[config.mk]
export PLATFORM = sky130hd
export DESIGN_NAME = gcds_ctrl
export DESIGN_NICKNAME = d
export VERILOG_FILES = /design/src/hw/rtl/gcds_pkg.sv /design/src/hw/rtl/gcds_ctrl.sv
export VERILOG_INCLUDE_DIRS = /design/src /design/src/hw/rtl
export SDC_FILE = /design/constraint.sdc
export NUM_CORES = 1
export LEC_CHECK = 0
export BUFFER_PORTS_ARGS = -buffer_cell sky130_fd_sc_hd__buf_4
export CAP_MARGIN = 15
export CORE_MARGIN = 4
export CORE_UTILIZATION = 25
export CTS_CLUSTER_DIAMETER = 50
export DETAILED_ROUTE_END_ITERATION = 10
export GPL_TIMING_DRIVEN = 0
export PLACE_DENSITY = 0.39
export SLEW_MARGIN = 20
export SYNTH_ARGS = -nofsm -noshare
export SYNTH_HDL_FRONTEND = slang
export SYNTH_SLANG_ARGS = --single-unit
export TNS_END_PERCENT = 100
[constraint.sdc]
create_clock -name clock -period 1.78 [get_ports clock]
set_input_delay 0.356 -clock clock [delete_from_list [all_inputs] [get_ports clock]]
set_output_delay 0.356 -clock clock [all_outputs]
set_load 0.005 [all_outputs]
[src/hw/rtl/glyph_coverage_downsampler_top_assert.svh]
// Assertion macros shared by the coverage downsampler RTL.
// No dependencies; SYNTH builds get empty bodies.
`ifndef GLYPH_COVERAGE_DOWNSAMPLER_TOP_ASSERT_SVH
`define GLYPH_COVERAGE_DOWNSAMPLER_TOP_ASSERT_SVH
`ifndef SYNTH
// same-cycle implication
`define GCDS_ASSERT_IMP(lbl, clk, rst, ante, cons, msg) \
   lbl: assert property (@(posedge clk) disable iff (rst) (ante) |-> (cons)) \
      else $error(msg);
// next-cycle implication
`define GCDS_ASSERT_NXT(lbl, clk, rst, ante, cons, msg) \
   lbl: assert property (@(posedge clk) disable iff (rst) (ante) |=> (cons)) \
      else $error(msg);
`else
`define GCDS_ASSERT_IMP(lbl, clk, rst, ante, cons, msg)
`define GCDS_ASSERT_NXT(lbl, clk, rst, ante, cons, msg)
`endif
`endif

[src/hw/rtl/gcds_pkg.sv]
// Types, codes and helper functions of the glyph coverage downsampler.
// No dependencies; imported by every module of the block.
`timescale 1ns / 1ps

package gcds_pkg;

   // item kinds
   localparam logic [1:0] KIND_PIXEL = 2'd0;
   localparam logic [1:0] KIND_READ  = 2'd1;
   localparam logic [1:0] KIND_CLEAR = 2'd2;

   // configuration register indexes
   localparam logic [1:0] CSR_DIVISOR    = 2'd0;
   localparam logic [1:0] CSR_ROW_STRIDE = 2'd1;
   localparam logic [1:0] CSR_FULL       = 2'd2;

   localparam int CSR_IDX_W  = 2;
   localparam int CSR_DATA_W = 11;

   // divider: dividends up to 4095+1023, one quotient bit per step
   localparam int DIV_W     = 13;
   localparam int DIV_STEPS = DIV_W;
   localparam int DIV_LANES = 4;

   // widest cell index: 4350 * 2047 + 5118 < 2^24
   localparam int CELL_W = 24;

   // jitter sample points in sixteenths of a cell
   localparam logic [3:0] JIT_X [8] = '{4'd9, 4'd1, 4'd5, 4'd11, 4'd11, 4'd15, 4'd7, 4'd3};
   localparam logic [3:0] JIT_Y [8] = '{4'd7, 4'd15, 4'd11, 4'd13, 4'd3, 4'd9, 4'd1, 4'd5};

   // 255*c/9 for c = 0..8
   localparam logic [7:0] LEVEL_NINTHS [9] = '{8'd0, 8'd28, 8'd56, 8'd85, 8'd113,
                                               8'd141, 8'd170, 8'd198, 8'd226};

   typedef enum logic [7:0] {
      ST_CLEAR  = 8'b0000_0001,
      ST_IDLE   = 8'b0000_0010,
      ST_DIV    = 8'b0000_0100,
      ST_MUL    = 8'b0000_1000,
      ST_ADDR   = 8'b0001_0000,
      ST_READ   = 8'b0010_0000,
      ST_UPDATE = 8'b0100_0000,
      ST_RESP   = 8'b1000_0000
   } state_type;

   typedef struct packed {
      logic accept;    // latch request fields
      logic div_step;  // one restoring division step on all lanes
      logic mul;       // row times stride, hit count
      logic addr;      // add column to row base
      logic mem_rd;    // read the cell
      logic update;    // write new count, compute level
      logic load_rsp;  // load result register
      logic clr_step;  // zero one store entry
   } ctrl_cmd_type;

   typedef struct packed {
      logic oor;       // cell beyond the store
      logic clr_last;  // clearing pass at its last entry
   } dp_status_type;

   // normalized level 255*count/nd, saturated; d is the effective divisor
   function automatic logic [7:0] level_of(input logic [7:0] cnt, input logic [4:0] d);
      logic [15:0] prod;
      logic [7:0]  lv;
      prod = {cnt, 8'b0} - {8'b0, cnt};
      priority if (d <= 5'd1) begin
         lv = (cnt != 8'd0) ? 8'd255 : 8'd0;
      end else if (d == 5'd2) begin
         lv = (cnt >= 8'd4) ? 8'd255 : prod[9:2];
      end else if (d == 5'd3) begin
         lv = (cnt >= 8'd9) ? 8'd255 : LEVEL_NINTHS[cnt[3:0]];
      end else begin
         lv = (cnt >= 8'd8) ? 8'd255 : prod[10:3];
      end
      return lv;
   endfunction

endpackage

[src/hw/rtl/gcds_ctrl.sv]
// Controller of the coverage downsampler: sequences one item through the datapath.
// Depends on gcds_pkg and the assertion macro header.
`timescale 1ns / 1ps
`include "glyph_coverage_downsampler_top_assert.svh"

module gcds_ctrl
   import gcds_pkg::*;
(
   input  logic          clock,
   input  logic          reset,
   input  logic          req_valid,
   output logic          req_ready,
   input  logic [1:0]    req_kind,
   output logic          rsp_valid,
   input  logic          rsp_ready,
   output ctrl_cmd_type  cmd,
   input  dp_status_type status
);

   state_type   state_ff, state_in;
   logic [3:0]  div_cnt_ff, div_cnt_in;
   logic        rsp_valid_ff, rsp_valid_in;
   logic        div_last;

   assign div_last  = (div_cnt_ff == 4'(DIV_STEPS - 1));
   assign req_ready = (state_ff == ST_IDLE);
   assign rsp_valid = rsp_valid_ff;

   // next state and commands
   always_comb begin
      state_in   = state_ff;
      div_cnt_in = div_cnt_ff;
      cmd        = '0;
      unique case (state_ff)
         ST_CLEAR: begin
            cmd.clr_step = 1'b1;
            if (status.clr_last) state_in = ST_IDLE;
         end
         ST_IDLE: begin
            if (req_valid) begin
               cmd.accept = 1'b1;
               priority if (req_kind == KIND_PIXEL) begin
                  state_in = ST_DIV;
               end else if (req_kind == KIND_READ || req_kind == KIND_CLEAR) begin
                  state_in = ST_READ;
               end else begin
                  state_in = ST_RESP;
               end
            end
         end
         ST_DIV: begin
            cmd.div_step = 1'b1;
            if (div_last) begin
               div_cnt_in = 4'd0;
               state_in   = ST_MUL;
            end else begin
               div_cnt_in = div_cnt_ff + 4'd1;
            end
         end
         ST_MUL: begin
            cmd.mul  = 1'b1;
            state_in = ST_ADDR;
         end
         ST_ADDR: begin
            cmd.addr = 1'b1;
            state_in = ST_READ;
         end
         ST_READ: begin
            if (status.oor) begin
               state_in = ST_RESP;
            end else begin
               cmd.mem_rd = 1'b1;
               state_in   = ST_UPDATE;
            end
         end
         ST_UPDATE: begin
            cmd.update = 1'b1;
            state_in   = ST_RESP;
         end
         ST_RESP: begin
            if (!rsp_valid_ff || rsp_ready) begin
               cmd.load_rsp = 1'b1;
               state_in     = ST_IDLE;
            end
         end
         default: state_in = ST_IDLE;
      endcase
   end

   // result valid: set on load, cleared on transfer
   always_comb begin
      rsp_valid_in = rsp_valid_ff;
      if (rsp_valid_ff && rsp_ready) rsp_valid_in = 1'b0;
      if (cmd.load_rsp) rsp_valid_in = 1'b1;
   end

   always_ff @(posedge clock) begin
      if (reset) begin
         state_ff     <= ST_CLEAR;
         div_cnt_ff   <= 4'd0;
         rsp_valid_ff <= 1'b0;
      end else begin
         state_ff     <= state_in;
         div_cnt_ff   <= div_cnt_in;
         rsp_valid_ff <= rsp_valid_in;
      end
   end

   `GCDS_ASSERT_NXT(a_accept_goes_busy, clock, reset, req_valid && req_ready, (state_ff == ST_DIV || state_ff == ST_READ || state_ff == ST_RESP), "accepted item did not start")
   `GCDS_ASSERT_NXT(a_div_holds, clock, reset, state_ff == ST_DIV && !div_last, state_ff == ST_DIV, "division left early")
   `GCDS_ASSERT_NXT(a_resp_waits, clock, reset, state_ff == ST_RESP && rsp_valid_ff && !rsp_ready, state_ff == ST_RESP && rsp_valid_ff, "result overwritten while stalled")

endmodule

Word-level counts from Yosys, hierarchy flattened

Cells that the tools add are included.

Word-level logic and storage cells: 48
Output and inout port bits: 10
Bits of input ports: 8
Bits in registers: 13

Eq/ne operators: 15
Reduce and logical (&&, ||, !) cells: 7
Mux-type cells: 22
$add $sub $neg: 1

Operators by type and width:

| kind                | count |
|---|---|
| $pmux 8 s8          | 1 |
| $mux 8              | 7 |
| $mux 1              | 13 |
| $eq 8x1->1 const B  | 1 |
| $eq 8x2->1 const B  | 1 |
| $eq 8x3->1 const B  | 1 |
| $eq 8x4->1 const B  | 1 |
| $eq 8x5->1 const B  | 1 |
| $eq 8x6->1 const B  | 1 |
| $eq 8x7->1 const B  | 1 |
| $eq 8x8->1 const B  | 1 |
| $ne 2x2->1 const B  | 4 |
| $add 4x1->4 const B | 1 |
| $eq 4x4->1 const B  | 1 |
| $mux 4              | 1 |
| $reduce_and 4->1    | 1 |
| $eq 2x1->1 const B  | 1 |
| $eq 2x2->1 const B  | 1 |
| $logic_not 2->1     | 1 |
| $logic_or 1x1->1    | 2 |
| $reduce_bool 2->1   | 1 |
| $logic_and 1x1->1   | 1 |
| $logic_not 1->1     | 1 |

Depth between registers and ports, before layout

Depth after elaboration: 6
Gate-level depth with buffers: 6
Depth with buffers taken out: 6

Worst setup path after synthesis

No wires, ideal clock.

Path kind: register -> output
Start: register state_ff[4]
End: output port cmd[7] (netlist name)
Data required time: 1.424 ns
Path buffers: 1
Arrival time: 1.197 ns
Slack: 0.227 ns
Stages on the path, launching flop included: 5
Cells stage by stage: dfxtp_1 -> nor4_4 -> and4b_1 -> buf_4 -> and2_1

RTL lines:

| item                   | line             | source |
|---|---|---|
| from (decl)            | gcds_ctrl.sv:20  | `state_type state_ff, state_in;` |
| from (signal assigned) | gcds_ctrl.sv:103 | `state_ff <= state_in;` |
| to (decl)              | gcds_ctrl.sv:16  | `output ctrl_cmd_type cmd,` |

==> metrics <==
final hold viol count 0; CTS H-Tree Depth 1; commonest non-fill, non-tap cell in the layout buf_4; Flop pwr share 46.1%; Starting DRT DRC Count 26; switching power 0.1924 mW; fin worst setup slack -0.06608 ns; Setup crit end kind output port; status finished, violations left; mapped cell area 793.3 sq um; Synth Area in Compound Gates around 15%; DP Cell Count 150; number of setup violations in the final report 5; Data arrival, critical path 1.49 ns; Cell Chain, Critical Path nor4_4, and4b_1, buf_6, and2_4, buf_6; Avg Synthesized Cell Area 8.913 sq um; initial antenna violation count 0; routed wire length 2.001 mm; post-synthesis mux area share approximately 2.7%; register bit total from synthesis 13; global-route wire length before repair 3.408 mm; Min-Delay Path Class input pin to flop; Net Sw Frac around 28%; full die area roughly 0.0041 sq mm; Wirelength per Cell 11.91 um; combinational share of power between 20% and 30%; Max rail drop VDD 0.2536 mV; Worst path max stage delay 0.36 ns; WP buf/inv 2; failing checks negative setup slack; clk root buf clkbuf_4; DP Worst Slack 0.002905 ns; top-area cell type share of the netlist area between 30% and 40%; number of synthesis warnings 0; I/O Buffers 17; core area 0.003053 sq mm; post-DR vias/cell 4.506; post-synthesis xor/xnor area fraction 2.208%; Worst-path clk slew 0.09 ns; commonest non-fill, non-tap cells in the layout buf_4, inv_1, dfxtp_1; proportion of layout cells with a drive suffix above 1 between 40% and 50%; DRT antenna net count 0; Pwr Density 580.1 mW/mm^2; Crit-path slowest cell dfxtp_4; final layout net count 137; Mapped Nets 101; DRC 0; Startpoint Class flop; worst-path fanout max 3; pin count of the biggest net entering global routing 11; final cell count without fillers roughly 170; Worst-Margin Slew 0.5228 ns; Initial Util 25.98%; Worst EP required about 1.4 ns; path type of the worst setup path flop to output port; Slew Limit Fails 0; crit path time final 1.846 ns; area growth from synthesis to layout 48.74%; RSZ-0062 raised after global routing true; Overflow after GRT 0; post-synthesis simple-gate area fraction a little over a third; CTS Hold Buffers Added 0; Placer Congestion ~0.77; maximum root-to-sink buffer count 2; IO Pins 18; Post-Layout Inst Area between 0.001 and 0.0015 sq mm; Max Cap Viol 0; CTS buffer count 3; LEAKAGE ~0.53 nW; period utilization 103.7%; Multi-input gate area between 500 and 600 sq um; number of global-route vias before repair 714; Fillers approximately 340; via count 757; CTS tree built; router iterations before antenna repair 4; Worst slew margin approximately two thirds; cell family with most CP delay simple AND/OR/NAND/NOR gates; total power 0.6844 mW; synth top area cells dfxtp_1, ha_1, nor4_4; sequential area share after synthesis between 30% and 40%; Die Ht 64.33 um; Clock Power Share 27.5%; FP Rows 20; ANT cells 0; Die X-Extent 64.33 um; Tot GR Track Use 10.68%; Clock Skew 0.003738 ns; Synth Area in Adders about 6.3%; synth unique cells 33; Skew-Pair Late Insertion Delay 0.28 ns; Reg area between 200 and 300 sq um; Post-DP Area just under 0.001 sq mm; maximum clock rate 541.7 MHz; clk sinks 13; leading area contributor after synthesis dfxtp_1; internal cell power approximately 0.5 mW; Mapped Cells between 80 and 90; crit-path most repeated cell buf_6; largest family of logic cells by synthesized area simple AND/OR/NAND/NOR gates; HPWL Detailed 1.434 mm
-- worst reg2reg max path, delay by kind of cell, from the launching register on --
kind / cells / cell delay [ns]
buf+inv: 4 / 0.45
flops: 1 / 0.36
mux: 1 / 0.19
simple gates: 3 / 0.64
-- timing repair --
item	in CTS	in global routing
setup buffers	10	5
pin swaps	6	1
endpoints found under the setup margin	9	9
resized for setup	10	11
gates cloned	0	0
-- power groups by stage --
| stage | clock, mW | sequential [mW] | combinational, mW |
|---|---|---|---|
| floorplan | 0 | 0.320 | 0.0723 |
| global placement | 0 | 0.325 | 0.117 |
| detailed placement | 0 | 0.324 | 0.117 |
| CTS | 0.203 | 0.317 | 0.148 |
| global route | 0.233 | 0.318 | 0.199 |
| finish | 0.188 | 0.316 | 0.180 |
-- logic make-up (layout without fill, tap and decap cells) --
logic type               Yosys count  after routing
AO/OA/AOI/OAI                     16             16
XOR/XNOR                           2              2
adder cells (fa/ha/maj)            4              4
buffers and inverters             12             47
flip-flops                        13             13
multiplexers                       2              2
AND/OR/NAND/NOR                   40             40
-- registers in the layout, summed over array words and instances, names as in the netlist --
signal / cells
div_cnt_ff: 4
state_ff: 8
rsp_valid: 1
-- final timing paths --
path | from | end | slack [ns] | depth (start not counted)
setup / recovery | state_ff[2] | cmd[7] | -0.07 | 5
hold / removal | status[1] | state_ff[6] | 0.25 | 2
setup reg to reg | state_ff[7] | state_ff[1] | 0.07 | 8
hold reg to reg | div_cnt_ff[1] | div_cnt_ff[1] | 0.52 | 2
-- metal layers --
layer,up-vias,GRT usage (%),part of all wire [%],routed length [um]
met5,-,0,0,0
met4,0,3.958,0.75,15
met3,2,3.339,4.6,92
met2,14,16.37,47,940
met1,350,13.94,48,952
li1,391,-,-,-
-- synth_stat cells --
library cell	count
nor4_4	2
nor2b_1	3
o21ba_1	1
o21ai_0	1
a41o_1	1
and2_1	1
o311a_1	1
nor3_1	4
clkbuf_1	1
dfxtp_1	13
and4b_1	3
nor2_1	8
nand4b_1	3
and4b_2	1
a21o_1	1
nand4_1	3
nor3b_1	2
xor2_1	2
o211ai_1	1
mux2_2	1
buf_4	2
inv_1	8
mux2i_1	1
nand3_2	2
a21oi_1	6
nand3b_1	1
ha_1	4
a31oi_1	2
nand2_1	4
inv_2	1
a221oi_2	1
nand3_1	3
a21boi_1	1
-- through the flow --
stage | util [%] | setup TNS [ns] | hold slack [ns]
after floorplan | - | 0 | 0.4222
after global placement | 31.97 | 0 | 0.5104
after detailed placement | 31.97 | 0 | 0.5061
after CTS | 35.82 | -0.2252 | 0.2315
after global routing | 38.65 | -1.140 | 0.2240
final | 38.65 | -0.1446 | 0.2461
-- cell type report --
type | count | area share [%]
sequential | 13 | 23.33
multi-input combinational | 64 | 42.63
inverter | 9 | 2.863
tap | 44 | 4.666
buffer | 2 | 1.273
timing repair buffer | 32 | 23.01
clock buffer | 4 | 2.227
Note: power is estimated with default switching activity, not from simulation.
